==> src/hdl/ssel_pkg.sv <==
// Shared types, constants and table helpers of the setpoint switch selector.
package ssel_pkg;

  // Design defaults for the top-level parameters.
  localparam int SETPOINT_COUNT_DEF  = 5;
  localparam int AUTO_LOW_INDEX_DEF  = 1;
  localparam int AUTO_HIGH_INDEX_DEF = 2;
  localparam int AUTO_DECO_INDEX_DEF = 3;

  // Width of a table index or pick; indexes run up to fifteen.
  localparam int PICK_W        = 4;
  localparam int TABLE_ENTRIES = 5;
  localparam int TABLE_W       = 8 * TABLE_ENTRIES;

  // Depth constants; the _CM ones are in centimetres, NO_LOW_DEPTH_M in metres.
  localparam logic [14:0] DECO_START_RANGE_CM = 15'd300;
  localparam logic [15:0] LOW_MINIMUM_CM      = 16'd100;
  localparam logic [14:0] CM_PER_M            = 15'd100;
  localparam logic [7:0]  NO_LOW_DEPTH_M      = 8'd255;

  // Configuration register map: register index is paddr[5:3].
  localparam int          CFG_ADDR_W   = 6;
  localparam int          CFG_DATA_W   = 64;
  localparam logic [2:0]  REG_AUTO     = 3'd0;
  localparam logic [2:0]  REG_DELAY    = 3'd1;
  localparam logic [2:0]  REG_CCR      = 3'd2;
  localparam logic [2:0]  REG_DECO_EN  = 3'd3;
  localparam logic [2:0]  REG_DEPTHS   = 3'd4;
  localparam logic [2:0]  REG_VALUES   = 3'd5;

  typedef struct packed {
    logic               auto_setpoint;
    logic               delay_low_setpoint;
    logic               ccr_selected;
    logic               deco_setpoint_enabled;
    logic [TABLE_W-1:0] switch_depths;
    logic [TABLE_W-1:0] setpoint_values;
  } cfg_t;

  typedef struct packed {
    logic        in_dive;
    logic [15:0] depth_cm;
    logic [15:0] last_change_depth_cm;
    logic [7:0]  next_stop_m;
    logic [7:0]  active_setpoint_cbar;
  } in_item_t;

  typedef struct packed {
    logic [2:0] setpoint_index;
    logic       switch_warning;
    logic       deco_latched;
    logic       low_deferred;
  } out_item_t;

  // Byte of entry idx (1 to five) of a packed table; other indexes read zero.
  function automatic logic [7:0] table_byte(input logic [TABLE_W-1:0] packed_tbl,
                                            input logic [PICK_W-1:0]  idx);
    logic [7:0] b;
    b = 8'd0;
    case (idx)
      4'd1:    b = packed_tbl[7:0];
      4'd2:    b = packed_tbl[15:8];
      4'd3:    b = packed_tbl[23:16];
      4'd4:    b = packed_tbl[31:24];
      4'd5:    b = packed_tbl[39:32];
      default: b = 8'd0;
    endcase
    return b;
  endfunction

endpackage

==> src/hdl/ssel_chan_if.sv <==
// Valid/ready channel carrying one item of a given payload type.
interface ssel_chan_if #(
  parameter type payload_t = logic
) ();
  logic     valid;
  logic     ready;
  payload_t payload;

  modport source (output valid, output payload, input ready);
  modport sink   (input valid, input payload, output ready);
endinterface

==> src/hdl/ssel_seq.sv <==
// Sequencer and shared depth compare unit that work out one setpoint decision.
module ssel_seq #(
  parameter int SETPOINT_COUNT  = ssel_pkg::SETPOINT_COUNT_DEF,
  parameter int AUTO_LOW_INDEX  = ssel_pkg::AUTO_LOW_INDEX_DEF,
  parameter int AUTO_HIGH_INDEX = ssel_pkg::AUTO_HIGH_INDEX_DEF,
  parameter int AUTO_DECO_INDEX = ssel_pkg::AUTO_DECO_INDEX_DEF
) (
  input  logic               clk,
  input  logic               rst_n,
  input  ssel_pkg::cfg_t     cfg,
  ssel_chan_if.sink          in_chan,
  ssel_chan_if.source        out_chan
);

  localparam int CNT_W = $clog2(SETPOINT_COUNT + 1);
  localparam int PW    = ssel_pkg::PICK_W;

  localparam logic [PW-1:0]    LOW_IDX  = PW'(AUTO_LOW_INDEX);
  localparam logic [PW-1:0]    HIGH_IDX = PW'(AUTO_HIGH_INDEX);
  localparam logic [PW-1:0]    DECO_IDX = PW'(AUTO_DECO_INDEX);
  localparam logic [CNT_W-1:0] LAST_IDX = CNT_W'(SETPOINT_COUNT);

  typedef enum logic [5:0] {
    ST_IDLE   = 6'b000001,
    ST_LOHI   = 6'b000010,
    ST_SCAN   = 6'b000100,
    ST_DECO   = 6'b001000,
    ST_RULE   = 6'b010000,
    ST_FINISH = 6'b100000
  } state_t;

  state_t               state_r, state_nxt;
  logic [CNT_W-1:0]     idx_r, idx_nxt;
  logic [15:0]          cur_r, last_r;
  logic [7:0]           ns_r, act_r;
  logic                 desc_r, force_one_r;
  logic [PW-1:0]        pick_r, pick_nxt;
  logic [7:0]           best_r, best_nxt;
  logic [7:0]           lo_best_r, lo_best_nxt, hi_best_r, hi_best_nxt;
  logic [CNT_W-1:0]     lo_id_r, lo_id_nxt, hi_id_r, hi_id_nxt;
  logic [2:0]           chosen_r, chosen_nxt;
  logic                 deco_r, deco_nxt, def_r, def_nxt;
  logic                 out_valid_r, out_valid_nxt;
  ssel_pkg::out_item_t  out_r, out_nxt;

  // Shared unit: fetch one switch depth and scale it to centimetres.
  logic [PW-1:0] ent_idx;
  logic [7:0]    ent_m;
  logic [15:0]   ent_cm;
  logic [15:0]   deco_thr_cm;
  logic          accept, slot_free;

  ssel_pkg::in_item_t in_item;

  assign in_item   = in_chan.payload;
  assign accept    = in_chan.valid && in_chan.ready;
  assign slot_free = !out_valid_r || out_chan.ready;

  assign in_chan.ready    = rst_n && (state_r == ST_IDLE);
  assign out_chan.valid   = out_valid_r;
  assign out_chan.payload = out_r;

  always_comb begin
    if (state_r == ST_RULE) begin
      ent_idx = desc_r ? HIGH_IDX : LOW_IDX;
    end else begin
      ent_idx = PW'(idx_r);
    end
  end

  assign ent_m       = ssel_pkg::table_byte(cfg.switch_depths, ent_idx);
  assign ent_cm      = 16'(15'(ent_m) * ssel_pkg::CM_PER_M);
  assign deco_thr_cm = 16'(15'(ns_r) * ssel_pkg::CM_PER_M + ssel_pkg::DECO_START_RANGE_CM);

  always_comb begin
    state_nxt     = state_r;
    idx_nxt       = idx_r;
    pick_nxt      = pick_r;
    best_nxt      = best_r;
    lo_best_nxt   = lo_best_r;
    hi_best_nxt   = hi_best_r;
    lo_id_nxt     = lo_id_r;
    hi_id_nxt     = hi_id_r;
    chosen_nxt    = chosen_r;
    deco_nxt      = deco_r;
    def_nxt       = def_r;
    out_valid_nxt = out_valid_r && !out_chan.ready;
    out_nxt       = out_r;

    unique case (state_r)
      ST_IDLE: begin
        if (accept) begin
          idx_nxt     = CNT_W'(1);
          pick_nxt    = '0;
          lo_best_nxt = ssel_pkg::NO_LOW_DEPTH_M;
          hi_best_nxt = 8'd0;
          lo_id_nxt   = '0;
          hi_id_nxt   = '0;
          best_nxt    = (in_item.depth_cm > in_item.last_change_depth_cm) ? 8'd0 : 8'd255;
          if (!in_item.in_dive || !cfg.ccr_selected ||
              in_item.depth_cm == in_item.last_change_depth_cm) begin
            state_nxt = ST_FINISH;
          end else if (cfg.auto_setpoint) begin
            state_nxt = ST_DECO;
          end else begin
            state_nxt = ST_LOHI;
          end
        end
      end

      ST_LOHI: begin
        if (ent_m != 8'd0 && ent_m < lo_best_r) begin
          lo_id_nxt   = idx_r;
          lo_best_nxt = ent_m;
        end
        if (ent_m != 8'd0 && ent_m >= hi_best_r) begin
          hi_id_nxt   = idx_r;
          hi_best_nxt = ent_m;
        end
        if (idx_r == LAST_IDX) begin
          idx_nxt   = CNT_W'(1);
          state_nxt = ST_SCAN;
        end else begin
          idx_nxt = idx_r + CNT_W'(1);
        end
      end

      ST_SCAN: begin
        if (!(ent_m == 8'd0 || (desc_r && idx_r == lo_id_r) ||
              (!desc_r && idx_r == hi_id_r))) begin
          if ((desc_r && last_r < ent_cm && ent_cm < cur_r && ent_m > best_r) ||
              (!desc_r && last_r > ent_cm && ent_cm > cur_r && ent_m <= best_r)) begin
            pick_nxt = PW'(idx_r);
            best_nxt = ent_m;
          end
        end
        if (idx_r == LAST_IDX) begin
          state_nxt = ST_FINISH;
        end else begin
          idx_nxt = idx_r + CNT_W'(1);
        end
      end

      ST_DECO: begin
        if (cfg.deco_setpoint_enabled && ns_r != 8'd0 && cur_r < deco_thr_cm && !deco_r) begin
          pick_nxt = DECO_IDX;
          deco_nxt = 1'b1;
        end
        state_nxt = ST_RULE;
      end

      ST_RULE: begin
        if (desc_r) begin
          if (last_r < ent_cm && ent_cm < cur_r && !deco_r) begin
            pick_nxt = HIGH_IDX;
          end
        end else if (last_r > ssel_pkg::LOW_MINIMUM_CM && cur_r < ssel_pkg::LOW_MINIMUM_CM) begin
          pick_nxt = LOW_IDX;
          def_nxt  = 1'b0;
        end else if (last_r > ent_cm && ent_cm > cur_r) begin
          if (ns_r != 8'd0 && cfg.delay_low_setpoint) begin
            def_nxt = 1'b1;
          end else begin
            pick_nxt = LOW_IDX;
          end
        end
        if (ns_r == 8'd0) begin
          deco_nxt = 1'b0;
          if (def_nxt) begin
            pick_nxt = LOW_IDX;
            def_nxt  = 1'b0;
          end
        end
        state_nxt = ST_FINISH;
      end

      ST_FINISH: begin
        if (slot_free) begin
          out_nxt.switch_warning = 1'b0;
          if (force_one_r) begin
            chosen_nxt = 3'd1;
          end else if (pick_r != '0) begin
            chosen_nxt = pick_r[2:0];
            out_nxt.switch_warning =
              (ssel_pkg::table_byte(cfg.setpoint_values, pick_r) != act_r);
          end
          out_nxt.setpoint_index = chosen_nxt;
          out_nxt.deco_latched   = deco_r;
          out_nxt.low_deferred   = def_r;
          out_valid_nxt          = 1'b1;
          state_nxt              = ST_IDLE;
        end
      end

      default: state_nxt = ST_IDLE;
    endcase
  end

  always_ff @(posedge clk) begin
    if (!rst_n) begin
      state_r     <= ST_IDLE;
      chosen_r    <= 3'd1;
      deco_r      <= 1'b0;
      def_r       <= 1'b0;
      out_valid_r <= 1'b0;
    end else begin
      state_r     <= state_nxt;
      chosen_r    <= chosen_nxt;
      deco_r      <= deco_nxt;
      def_r       <= def_nxt;
      out_valid_r <= out_valid_nxt;
    end
  end

  always_ff @(posedge clk) begin
    idx_r     <= idx_nxt;
    pick_r    <= pick_nxt;
    best_r    <= best_nxt;
    lo_best_r <= lo_best_nxt;
    hi_best_r <= hi_best_nxt;
    lo_id_r   <= lo_id_nxt;
    hi_id_r   <= hi_id_nxt;
    out_r     <= out_nxt;
    if (accept) begin
      cur_r       <= in_item.depth_cm;
      last_r      <= in_item.last_change_depth_cm;
      ns_r        <= in_item.next_stop_m;
      act_r       <= in_item.active_setpoint_cbar;
      desc_r      <= in_item.depth_cm > in_item.last_change_depth_cm;
      force_one_r <= !in_item.in_dive;
    end
  end

endmodule

==> src/hdl/setpoint_switch_selector.sv <==
// Top level of the setpoint switch selector: register port and decision sequencer.
//
// Each depth item yields one result item: the suggested setpoint table index,
// a warning when that entry's setpoint differs from the one in use, and the
// latched deco and deferred-low flags. The block takes one item at a time and
// is not ready while it works on it. An item outside a dive, outside closed
// circuit mode or with no depth change goes straight from acceptance to the
// result step; in automatic mode an item passes through acceptance, the deco
// rule, the high/low rules, then the result; in manual mode one shared depth
// fetch and compare unit first walks the table for the low and high entries
// and then walks it again for the crossed switch depth before the result.
// The result waits in an output register, so the next item can be accepted
// while it is still to be taken; the final step of that next item then waits
// until the earlier result is taken. Configuration registers sit at byte
// address 8*i (automatic mode, delayed low, closed circuit, deco entry enable,
// packed switch depths, packed setpoint values) and should only be written
// while the block is idle.
module setpoint_switch_selector #(
  parameter int SETPOINT_COUNT  = ssel_pkg::SETPOINT_COUNT_DEF,
  parameter int AUTO_LOW_INDEX  = ssel_pkg::AUTO_LOW_INDEX_DEF,
  parameter int AUTO_HIGH_INDEX = ssel_pkg::AUTO_HIGH_INDEX_DEF,
  parameter int AUTO_DECO_INDEX = ssel_pkg::AUTO_DECO_INDEX_DEF
) (
  input  logic                            clk,
  input  logic                            rst_n,
  input  logic                            psel,
  input  logic                            penable,
  input  logic                            pwrite,
  input  logic [ssel_pkg::CFG_ADDR_W-1:0] paddr,
  input  logic [ssel_pkg::CFG_DATA_W-1:0] pwdata,
  output logic [ssel_pkg::CFG_DATA_W-1:0] prdata,
  output logic                            pready,
  ssel_chan_if.sink                       in_chan,
  ssel_chan_if.source                     out_chan
);

  logic                         auto_r, delay_r, ccr_r, deco_en_r;
  logic [ssel_pkg::TABLE_W-1:0] depths_r, values_r;
  logic [2:0]                   reg_sel;
  logic                         wr_en;
  ssel_pkg::cfg_t               cfg;

  // The register index is the byte address divided by eight.
  assign reg_sel = paddr[5:3];
  assign wr_en   = psel && penable && pwrite;
  assign pready  = 1'b1;

  always_ff @(posedge clk) begin
    if (!rst_n) begin
      auto_r    <= 1'b0;
      delay_r   <= 1'b0;
      ccr_r     <= 1'b0;
      deco_en_r <= 1'b0;
      depths_r  <= '0;
      values_r  <= '0;
    end else if (wr_en) begin
      unique case (reg_sel)
        ssel_pkg::REG_AUTO:    auto_r    <= pwdata[0];
        ssel_pkg::REG_DELAY:   delay_r   <= pwdata[0];
        ssel_pkg::REG_CCR:     ccr_r     <= pwdata[0];
        ssel_pkg::REG_DECO_EN: deco_en_r <= pwdata[0];
        ssel_pkg::REG_DEPTHS:  depths_r  <= pwdata[ssel_pkg::TABLE_W-1:0];
        ssel_pkg::REG_VALUES:  values_r  <= pwdata[ssel_pkg::TABLE_W-1:0];
        default: ;
      endcase
    end
  end

  // Reads return the stored value, zero-extended; unmapped addresses read zero.
  always_comb begin
    unique case (reg_sel)
      ssel_pkg::REG_AUTO:    prdata = ssel_pkg::CFG_DATA_W'(auto_r);
      ssel_pkg::REG_DELAY:   prdata = ssel_pkg::CFG_DATA_W'(delay_r);
      ssel_pkg::REG_CCR:     prdata = ssel_pkg::CFG_DATA_W'(ccr_r);
      ssel_pkg::REG_DECO_EN: prdata = ssel_pkg::CFG_DATA_W'(deco_en_r);
      ssel_pkg::REG_DEPTHS:  prdata = ssel_pkg::CFG_DATA_W'(depths_r);
      ssel_pkg::REG_VALUES:  prdata = ssel_pkg::CFG_DATA_W'(values_r);
      default:               prdata = '0;
    endcase
  end

  always_comb begin
    cfg.auto_setpoint         = auto_r;
    cfg.delay_low_setpoint    = delay_r;
    cfg.ccr_selected          = ccr_r;
    cfg.deco_setpoint_enabled = deco_en_r;
    cfg.switch_depths         = depths_r;
    cfg.setpoint_values       = values_r;
  end

  // The sequencer holds the chosen index and both flags across items.
  ssel_seq #(
    .SETPOINT_COUNT  (SETPOINT_COUNT),
    .AUTO_LOW_INDEX  (AUTO_LOW_INDEX),
    .AUTO_HIGH_INDEX (AUTO_HIGH_INDEX),
    .AUTO_DECO_INDEX (AUTO_DECO_INDEX)
  ) u_seq (
    .clk      (clk),
    .rst_n    (rst_n),
    .cfg      (cfg),
    .in_chan  (in_chan),
    .out_chan (out_chan)
  );

endmodule
==> src/flat_wrapper.sv <==
// flat-port wrapper written by rule: the top's interface ports become plain ports
module setpoint_switch_selector_flat 
#(
  parameter int SETPOINT_COUNT  = ssel_pkg::SETPOINT_COUNT_DEF,
  parameter int AUTO_LOW_INDEX  = ssel_pkg::AUTO_LOW_INDEX_DEF,
  parameter int AUTO_HIGH_INDEX = ssel_pkg::AUTO_HIGH_INDEX_DEF,
  parameter int AUTO_DECO_INDEX = ssel_pkg::AUTO_DECO_INDEX_DEF
)
  (clk, rst_n, psel, penable, pwrite, paddr, pwdata, prdata, pready, in_chan_valid, in_chan_payload, in_chan_ready, out_chan_valid, out_chan_payload, out_chan_ready);
  ssel_chan_if in_chan_i ();
  ssel_chan_if out_chan_i ();
  input  logic clk;
  input  logic rst_n;
  input  logic psel;
  input  logic penable;
  input  logic pwrite;
  input  logic [ssel_pkg::CFG_ADDR_W-1:0] paddr;
  input  logic [ssel_pkg::CFG_DATA_W-1:0] pwdata;
  output logic [ssel_pkg::CFG_DATA_W-1:0] prdata;
  output logic pready;
  input wire logic [$bits(in_chan_i.valid)-1:0] in_chan_valid;
  input wire logic [$bits(in_chan_i.payload)-1:0] in_chan_payload;
  output wire logic [$bits(in_chan_i.ready)-1:0] in_chan_ready;
  output wire logic [$bits(out_chan_i.valid)-1:0] out_chan_valid;
  output wire logic [$bits(out_chan_i.payload)-1:0] out_chan_payload;
  input wire logic [$bits(out_chan_i.ready)-1:0] out_chan_ready;
  assign in_chan_i.valid = in_chan_valid;
  assign in_chan_i.payload = in_chan_payload;
  assign in_chan_ready = in_chan_i.ready;
  assign out_chan_valid = out_chan_i.valid;
  assign out_chan_payload = out_chan_i.payload;
  assign out_chan_i.ready = out_chan_ready;
  setpoint_switch_selector #(.SETPOINT_COUNT(SETPOINT_COUNT), .AUTO_LOW_INDEX(AUTO_LOW_INDEX), .AUTO_HIGH_INDEX(AUTO_HIGH_INDEX), .AUTO_DECO_INDEX(AUTO_DECO_INDEX)) u_core (.clk(clk), .rst_n(rst_n), .psel(psel), .penable(penable), .pwrite(pwrite), .paddr(paddr), .pwdata(pwdata), .prdata(prdata), .pready(pready), .in_chan(in_chan_i), .out_chan(out_chan_i));
endmodule
==> config.mk <==
export PLATFORM = sky130hd
export DESIGN_NAME = setpoint_switch_selector_flat
export DESIGN_NICKNAME = d
export VERILOG_FILES = /design/src/hdl/ssel_pkg.sv /design/src/hdl/ssel_chan_if.sv /design/src/hdl/ssel_seq.sv /design/src/hdl/setpoint_switch_selector.sv /design/src/flat_wrapper.sv
export SDC_FILE = /design/constraint.sdc
export NUM_CORES = 1
export LEC_CHECK = 0
export BUFFER_PORTS_ARGS = -buffer_cell sky130_fd_sc_hd__buf_4
export CORE_ASPECT_RATIO = 1.75
export CORE_UTILIZATION = 45
export DETAILED_ROUTE_END_ITERATION = 7
export PLACE_DENSITY = 0.74
export SLEW_MARGIN = 20
export SYNTH_ARGS = -nofsm -noshare
export SYNTH_HDL_FRONTEND = slang
export SYNTH_HIERARCHICAL = 1
export SYNTH_SLANG_ARGS = --single-unit
==> constraint.sdc <==
create_clock -name clk -period 1.3 [get_ports clk]
set_input_delay 0.13 -clock clk [delete_from_list [all_inputs] [get_ports clk]]
set_output_delay 0.13 -clock clk [all_outputs]
set_load 0.01 [all_outputs]
==> flow_summary_export.csv, run 1 <==
group,metric,value,unit
power_and_ir_drop,powerDensity,1130,nW/um2
worst_setup_path,crit_slowest_cell,"dfxtp_2",
synthesis,avgSynthCellArea,9.50,um2
clock_tree,clk_pin_slew,0.06,ns
clock_tree,cts_setup_buffers,0,
clock_tree,cts_inserted_buffers,9,
floorplan,coreArea,8670,um2
clock_tree,htree_levels,3,
finish,syn2layout_area_growth,25.2,%
routing,drc,0,
floorplan,initial_core_util,0.461,
finish,fin_util,0.577,
routing,ant_nets,0,
outcome,status,"finished, violations left",
synthesis,postSynth.asyncResetShare,0,
power_and_ir_drop,sw_frac_of_total,0.221,
clock_tree,hold_buffers,0,
synthesis,yosysSeqAreaShare,0.435,
finish,stdcell_area,5010,um2
floorplan,rows,45,
synthesis,synth_cells,421,
clock_tree,clkSinkCount,87,
synthesis,synth_edf_count,0,
worst_setup_path,crit_path_start_kind,"flop",
power_and_ir_drop,p_leak,0.00200,uW
place,detailed_place.area,4690,um2
power_and_ir_drop,p_switching,1250,uW
grt,overflow,0,
finish,diodes,0,
worst_setup_path,cp-end-kind,"output pin",
routing,first_pass_iters,4,
clock_tree,cts_buffer_depth,2,
timing,fin_skew,0.0000875,ns
clock_tree,cts-root-buf,"clkbuf_16",
timing,rsz0062_at_grt,"yes",
timing,hold_viol,0,
clock_tree,insertion_delay,0.33,ns
place,dp_hpwl,5970,um
synthesis,synth_most_common_cell,"nand2_1",
power_and_ir_drop,finalPower,5660,uW
timing,setup_ws,-0.158,ns
routing,drt-initial-drc-count,97,
floorplan,ios,146,
power_and_ir_drop,combPwrFrac,0.074,
grt,grt_antenna_before_repair,0,
synthesis,ys_ff_latch,87,
timing,fin_crit,1.46,ns
power_and_ir_drop,internal-power,4410,uW
worst_setup_path,criticalPathCategory,"reg -> out",
grt,grt_util_all_layers,0.192,
grt,grt_pass1_wl,13700,um
synthesis,synth_area_leader_cell,"dfxtp_1",
worst_setup_path,path_cells,"mux2_2 > a221oi_2 > a21oi_1 > buf_4",
min_path,hold_class,"in -> reg",
synthesis,ys_top_cells_by_count,"nand2_1 (123), dfxtp_1 (87), mux2i_1 (82), a22o_1 (39), buf_4 (27)",
outcome,failed_checks,"setup timing",
timing,post-route-period-util,1.12,
power_and_ir_drop,peakVddDrop,0.00134,V
clock_tree,cts_tree,"done",
worst_setup_path,cp.required,1.17,ns
floorplan,die_w,73.3,um
timing,setup_viol_count_final,1,
worst_setup_path,path_max_fanout,2,
synthesis,synth_cell_type_count,31,
synthesis,ys_warn_count,6,
worst_setup_path,slowest_delay,0.31,ns
place,io_buffer_count,91,
synthesis,synth_area_leaders,"dfxtp_1 (44%), mux2i_1 (21%), nand2_1 (12%)",
synthesis,synth-main-ff-cell,"dfxtp_1",
place,gp_congestion,0.765,
synthesis,post-synth-top-area-fraction,0.435,
finish,final_nets,579,
routing,drt-total-wl,8520,um
routing,via_count,3126,
power_and_ir_drop,seq_power_share,0.477,
floorplan,die-area,9290,um2
timing,max_freq,0.686,GHz
timing,holdWs,0.0536,ns
timing,report.final.slew_viol_count,0,
worst_setup_path,cp.arrival,1.33,ns
grt,grt_max_degree,31,
flow_run,cap_violations,0,
power_and_ir_drop,clkPwrFrac,0.449,
routing,routedWlPerCell,13.7,um
grt,grt_pass1_vias,2998,
synthesis,syn_area,4000,um2
floorplan,die_y,127,um
routing,via_per_inst,5.02,
place,dp_slack,-0.0416,ns
finish,drive_above_1_share,0.261,
## worst max-delay path: cells and delay by family (launching register included)
family / cells / cell delay, ns
flops: 1 / 0.31
compound gates: 2 / 0.27
buf+inv: 1 / 0.15
mux: 1 / 0.26
## layout make-up
class / count / area [um2]
clock inverter: 5 / 57.6
tap: 117 / 146
fill: 830 / 3660
inverter: 1 / 3.75
clock buffer: 11 / 243
multi-input combinational: 295 / 1950
sequential: 87 / 1740
timing repair buffer: 107 / 861
## placed cells by master (no fill, tap or decap), types with 2 or more instances in the layout
cell type and count:
mux2_2 2, nand2b_1 2, clkinvlp_4 3, nor3b_1 2
buf_4 101, clkbuf_16 9, mux2i_1 82, buf_12 4
conb_1 26, buf_6 2, a22o_1 39, and3b_2 2
nand2_1 123, dfxtp_1 86
## per-layer routing
layer / up-vias / wire [um] / global-route usage
met3: 11 / 351 / 0.0469
li1: 1545 / - / -
met1: 1481 / 3550 / 0.218
met4: 0 / 198 / 0.0900
met5: - / 0 / 0
met2: 89 / 4410 / 0.330
## path summary, 6_finish.rpt
kind	from	to	slack, ns	depth (start not counted)
hold / removal	paddr[4]	u_core/auto_r	0.05	2
setup reg to reg	u_core/u_seq/state_r[0]	u_core/u_seq/state_r[5]	0.46	2
setup / recovery	u_core/auto_r	prdata[0]	-0.16	4
hold reg to reg	u_core/ccr_r	u_core/ccr_r	0.46	2
## per-stage QoR
| stage | setup TNS [ns] | cells |
|---|---|---|
| 2_1_floorplan | 0 | 444 |
| 3_3_place_gp | 0 | 607 |
| 3_5_place_dp | -0.314 | 607 |
| 4_1_cts | -0.170 | 623 |
| 5_1_grt | -0.232 | 623 |
| 6_report | -0.158 | 623 |
## flip-flops by register name, summed over array words and instances, names as in the netlist
name,flops
u_core/ccr_r,1
u_core/auto_r,1
u_core/values_r,40
u_core/depths_r,40
u_core/deco_en_r,1
u_core/u_seq/out_chan.valid,1
u_core/delay_r,1
u_core/u_seq/state_r,2
## kinds of logic (layout without fill, tap and decap cells)
group                  after synthesis  after routing  share of synthesized area
and+or+nand+nor                    136            136                      0.144
DFF                                 87             87                      0.435
muxes                               84             84                      0.211
buffers and inverters               62            124                      0.103
AOI/OAI and AO/OA                   49             49                      0.104
other                                3             26                    0.00281
## power groups by stage
stage	sequential, uW	combinational (uW)	clock [uW]
2_1_floorplan	2760	286	0
3_3_place_gp	2760	402	0
3_5_place_dp	2760	413	0
4_1_cts	2700	416	2610
5_1_grt	2700	461	2720
6_report	2700	418	2540
## repair_timing
| action | 4_1_cts | 5_1_grt |
|---|---|---|
| resized for setup | 1 | 4 |
| hold endpoints to repair | 0 | 0 |
| endpoints found under the setup margin | 1 | 3 |
| pin swaps | 0 | 0 |
| cloned | 0 | 0 |
Note: power is estimated with default switching activity, not from simulation.
==> run 2: changes to the inputs <==
--- a/config.mk
+++ b/config.mk
@@ -7,6 +7,7 @@
 export LEC_CHECK = 0
 export BUFFER_PORTS_ARGS = -buffer_cell sky130_fd_sc_hd__buf_4
 export CORE_ASPECT_RATIO = 1.75
+export CORE_MARGIN = 3
 export CORE_UTILIZATION = 45
 export DETAILED_ROUTE_END_ITERATION = 7
 export PLACE_DENSITY = 0.74
==> run 2 against run 1 <==
Against the previous run:
- the flow still finishes with violations (setup timing)
- fmax about the same
- core utilization increased by 1.5 points
- first-iteration DRC count increased by 64%
- register-to-register slack about the same
- sequential share of layout area decreased by 0.14 points
- critical path depth unchanged
- via count decreased by 0.64%
- power decreased by 2.7%
- clock power decreased by 7%
- routed wire length increased by 3.9%
- largest power group unchanged
==> flow_summary_export.csv, run 2 (synthesized netlist as in run 1, its figures left out) <==
group,metric,value,unit
finish,fin_util,0.593,
worst_setup_path,path_max_fanout,2,
place,gp_congestion,0.794,
clock_tree,cts_inserted_buffers,9,
worst_setup_path,cp.required,1.17,ns
worst_setup_path,crit_family,"flip-flops",
routing,drt-total-wl,8850,um
routing,via_per_inst,5.02,
place,dp_hpwl,6250,um
worst_setup_path,path_cells,"mux2_2 > a221oi_2 > a21oi_1 > buf_4",
timing,fin_crit,1.46,ns
timing,setup_ws,-0.159,ns
grt,grt_pass1_vias,3076,
timing,fin_skew,0.000234,ns
routing,drc,0,
finish,multi_input_area,1950,um2
routing,first_pass_iters,6,
clock_tree,cts_setup_buffers,0,
worst_setup_path,crit_slowest_cell,"dfxtp_2",
power_and_ir_drop,p_leak,0.00201,uW
grt,grt_max_degree,55,
grt,grt_antenna_before_repair,0,
timing,tns,-0.159,ns
finish,layout_commonest_cell,"nand2_1",
grt,grt_pass1_wl,14500,um
worst_setup_path,worst-path-buf-inv,1,
place,io_buffer_count,91,
routing,routedWlPerCell,14.3,um
power_and_ir_drop,finalPower,5510,uW
routing,drt-initial-drc-count,159,
floorplan,initial_core_util,0.472,
timing,hold_viol,0,
finish,register_area,1740,um2
clock_tree,clkSinkCount,87,
routing,ant_nets,0,
worst_setup_path,slowest_delay,0.32,ns
place,dp_cells,604,
grt,grt_util_all_layers,0.182,
power_and_ir_drop,peakVddDrop,0.000721,V
floorplan,coreArea,8480,um2
floorplan,die_y,131,um
clock_tree,cts-root-buf,"clkbuf_16",
min_path,hold_class,"in -> reg",
clock_tree,insertion_delay,0.33,ns
timing,setup_viol_count_final,1,
outcome,failed_checks,"setup timing",
finish,syn2layout_area_growth,25.7,%
power_and_ir_drop,powerDensity,1100,nW/um2
clock_tree,cts_buffer_depth,2,
finish,biggestRegsByFlops,"u_core/depths_r: 40 flops, u_core/values_r: 40 flops, u_core/u_seq/state_r: 2 flops",
outcome,status,"finished, violations left",
floorplan,die-area,10100,um2
clock_tree,clk_pin_slew,0.06,ns
finish,diodes,0,
worst_setup_path,cp.arrival,1.33,ns
timing,rsz0062_at_grt,"yes",
clock_tree,cts_tree,"done",
finish,finish.cell_count_without_fillers,619,
finish,drive_above_1_share,0.252,
finish,final_nets,578,
floorplan,die_w,77.3,um
timing,post-route-period-util,1.12,
timing,max_freq,0.686,GHz
floorplan,rows,44,
floorplan,ios,146,
worst_setup_path,criticalPathCategory,"reg -> out",
finish,most-common-layout-cells,"nand2_1 (123), buf_4 (95), dfxtp_1 (86)",
finish,nFillCells,768,
clock_tree,htree_levels,3,
grt,overflow,0,
timing,report.final.slew_viol_count,0,
worst_setup_path,cp-end-kind,"output pin",
worst_setup_path,crit_path_start_kind,"flop",
routing,via_count,3106,
flow_run,cap_violations,0,
run 2: cell count changes in the layout (fill, tap and decap cells not counted), sizes merged:
cell,delta
clkbuf,+4
clkinvlp,-3
buf,-1
bufinv,-1
clkinv,-1
run 2: cell type report:
| class | instances | area share |
|---|---|---|
| tap | 115 | 0.0286 |
| inverter | 1 | 0.000747 |
| sequential | 87 | 0.347 |
| clock buffer | 15 | 0.0553 |
| multi-input combinational | 295 | 0.388 |
| timing repair buffer | 106 | 0.181 |
run 2: what timing repair did:
| action | in CTS | in global routing |
|---|---|---|
| gates cloned | 0 | 0 |
| gates resized for setup | 2 | 7 |
| endpoints found under the setup margin | 4 | 27 |
| pin swaps | 0 | 1 |
| hold buffers | 0 | 0 |
run 2: final timing paths:
check / cells past startpoint / from / end / slack (ns)
worst min register to register: 2 / u_core/values_r[39] / u_core/values_r[39] / 0.45
worst min-delay path: 3 / out_chan_ready / u_core/u_seq/out_chan.valid / 0.07
worst max register to register: 2 / u_core/u_seq/state_r[0] / u_core/u_seq/state_r[5] / 0.46
worst max-delay path: 4 / u_core/auto_r / prdata[0] / -0.16
run 2: report_power, final:
group | switching (uW) | total [uW] | internal, uW
clock | 927 | 2370 | 1440
sequential | 12.4 | 2700 | 2690
combinational | 240 | 435 | 195
total | 1180 | 5510 | 4330
run 2: layer usage:
layer,share of wire,track usage
met2,0.52,0.320
met4,0.020,0.0786
met5,0,0
met1,0.40,0.205
met3,0.062,0.0521
run 2: per-stage QoR:
stage	area [um2]	setup WS (ns)	hold slack, ns
after floorplan	4090	0.0169	0.210
after global placement	4710	0.00159	0.399
after detailed placement	4710	-0.0541	0.405
after CTS	5000	-0.174	0.0507
after global routing	5030	-0.250	0.0727
final	5030	-0.159	0.0660
run 2: tightest hold or removal path: cells and delay by family:
kind                   cells  cell delay [ns]
AO/OA/AOI/OAI              1             0.05
AND/OR/NAND/NOR            1             0.09
buffers and inverters      1             0.08
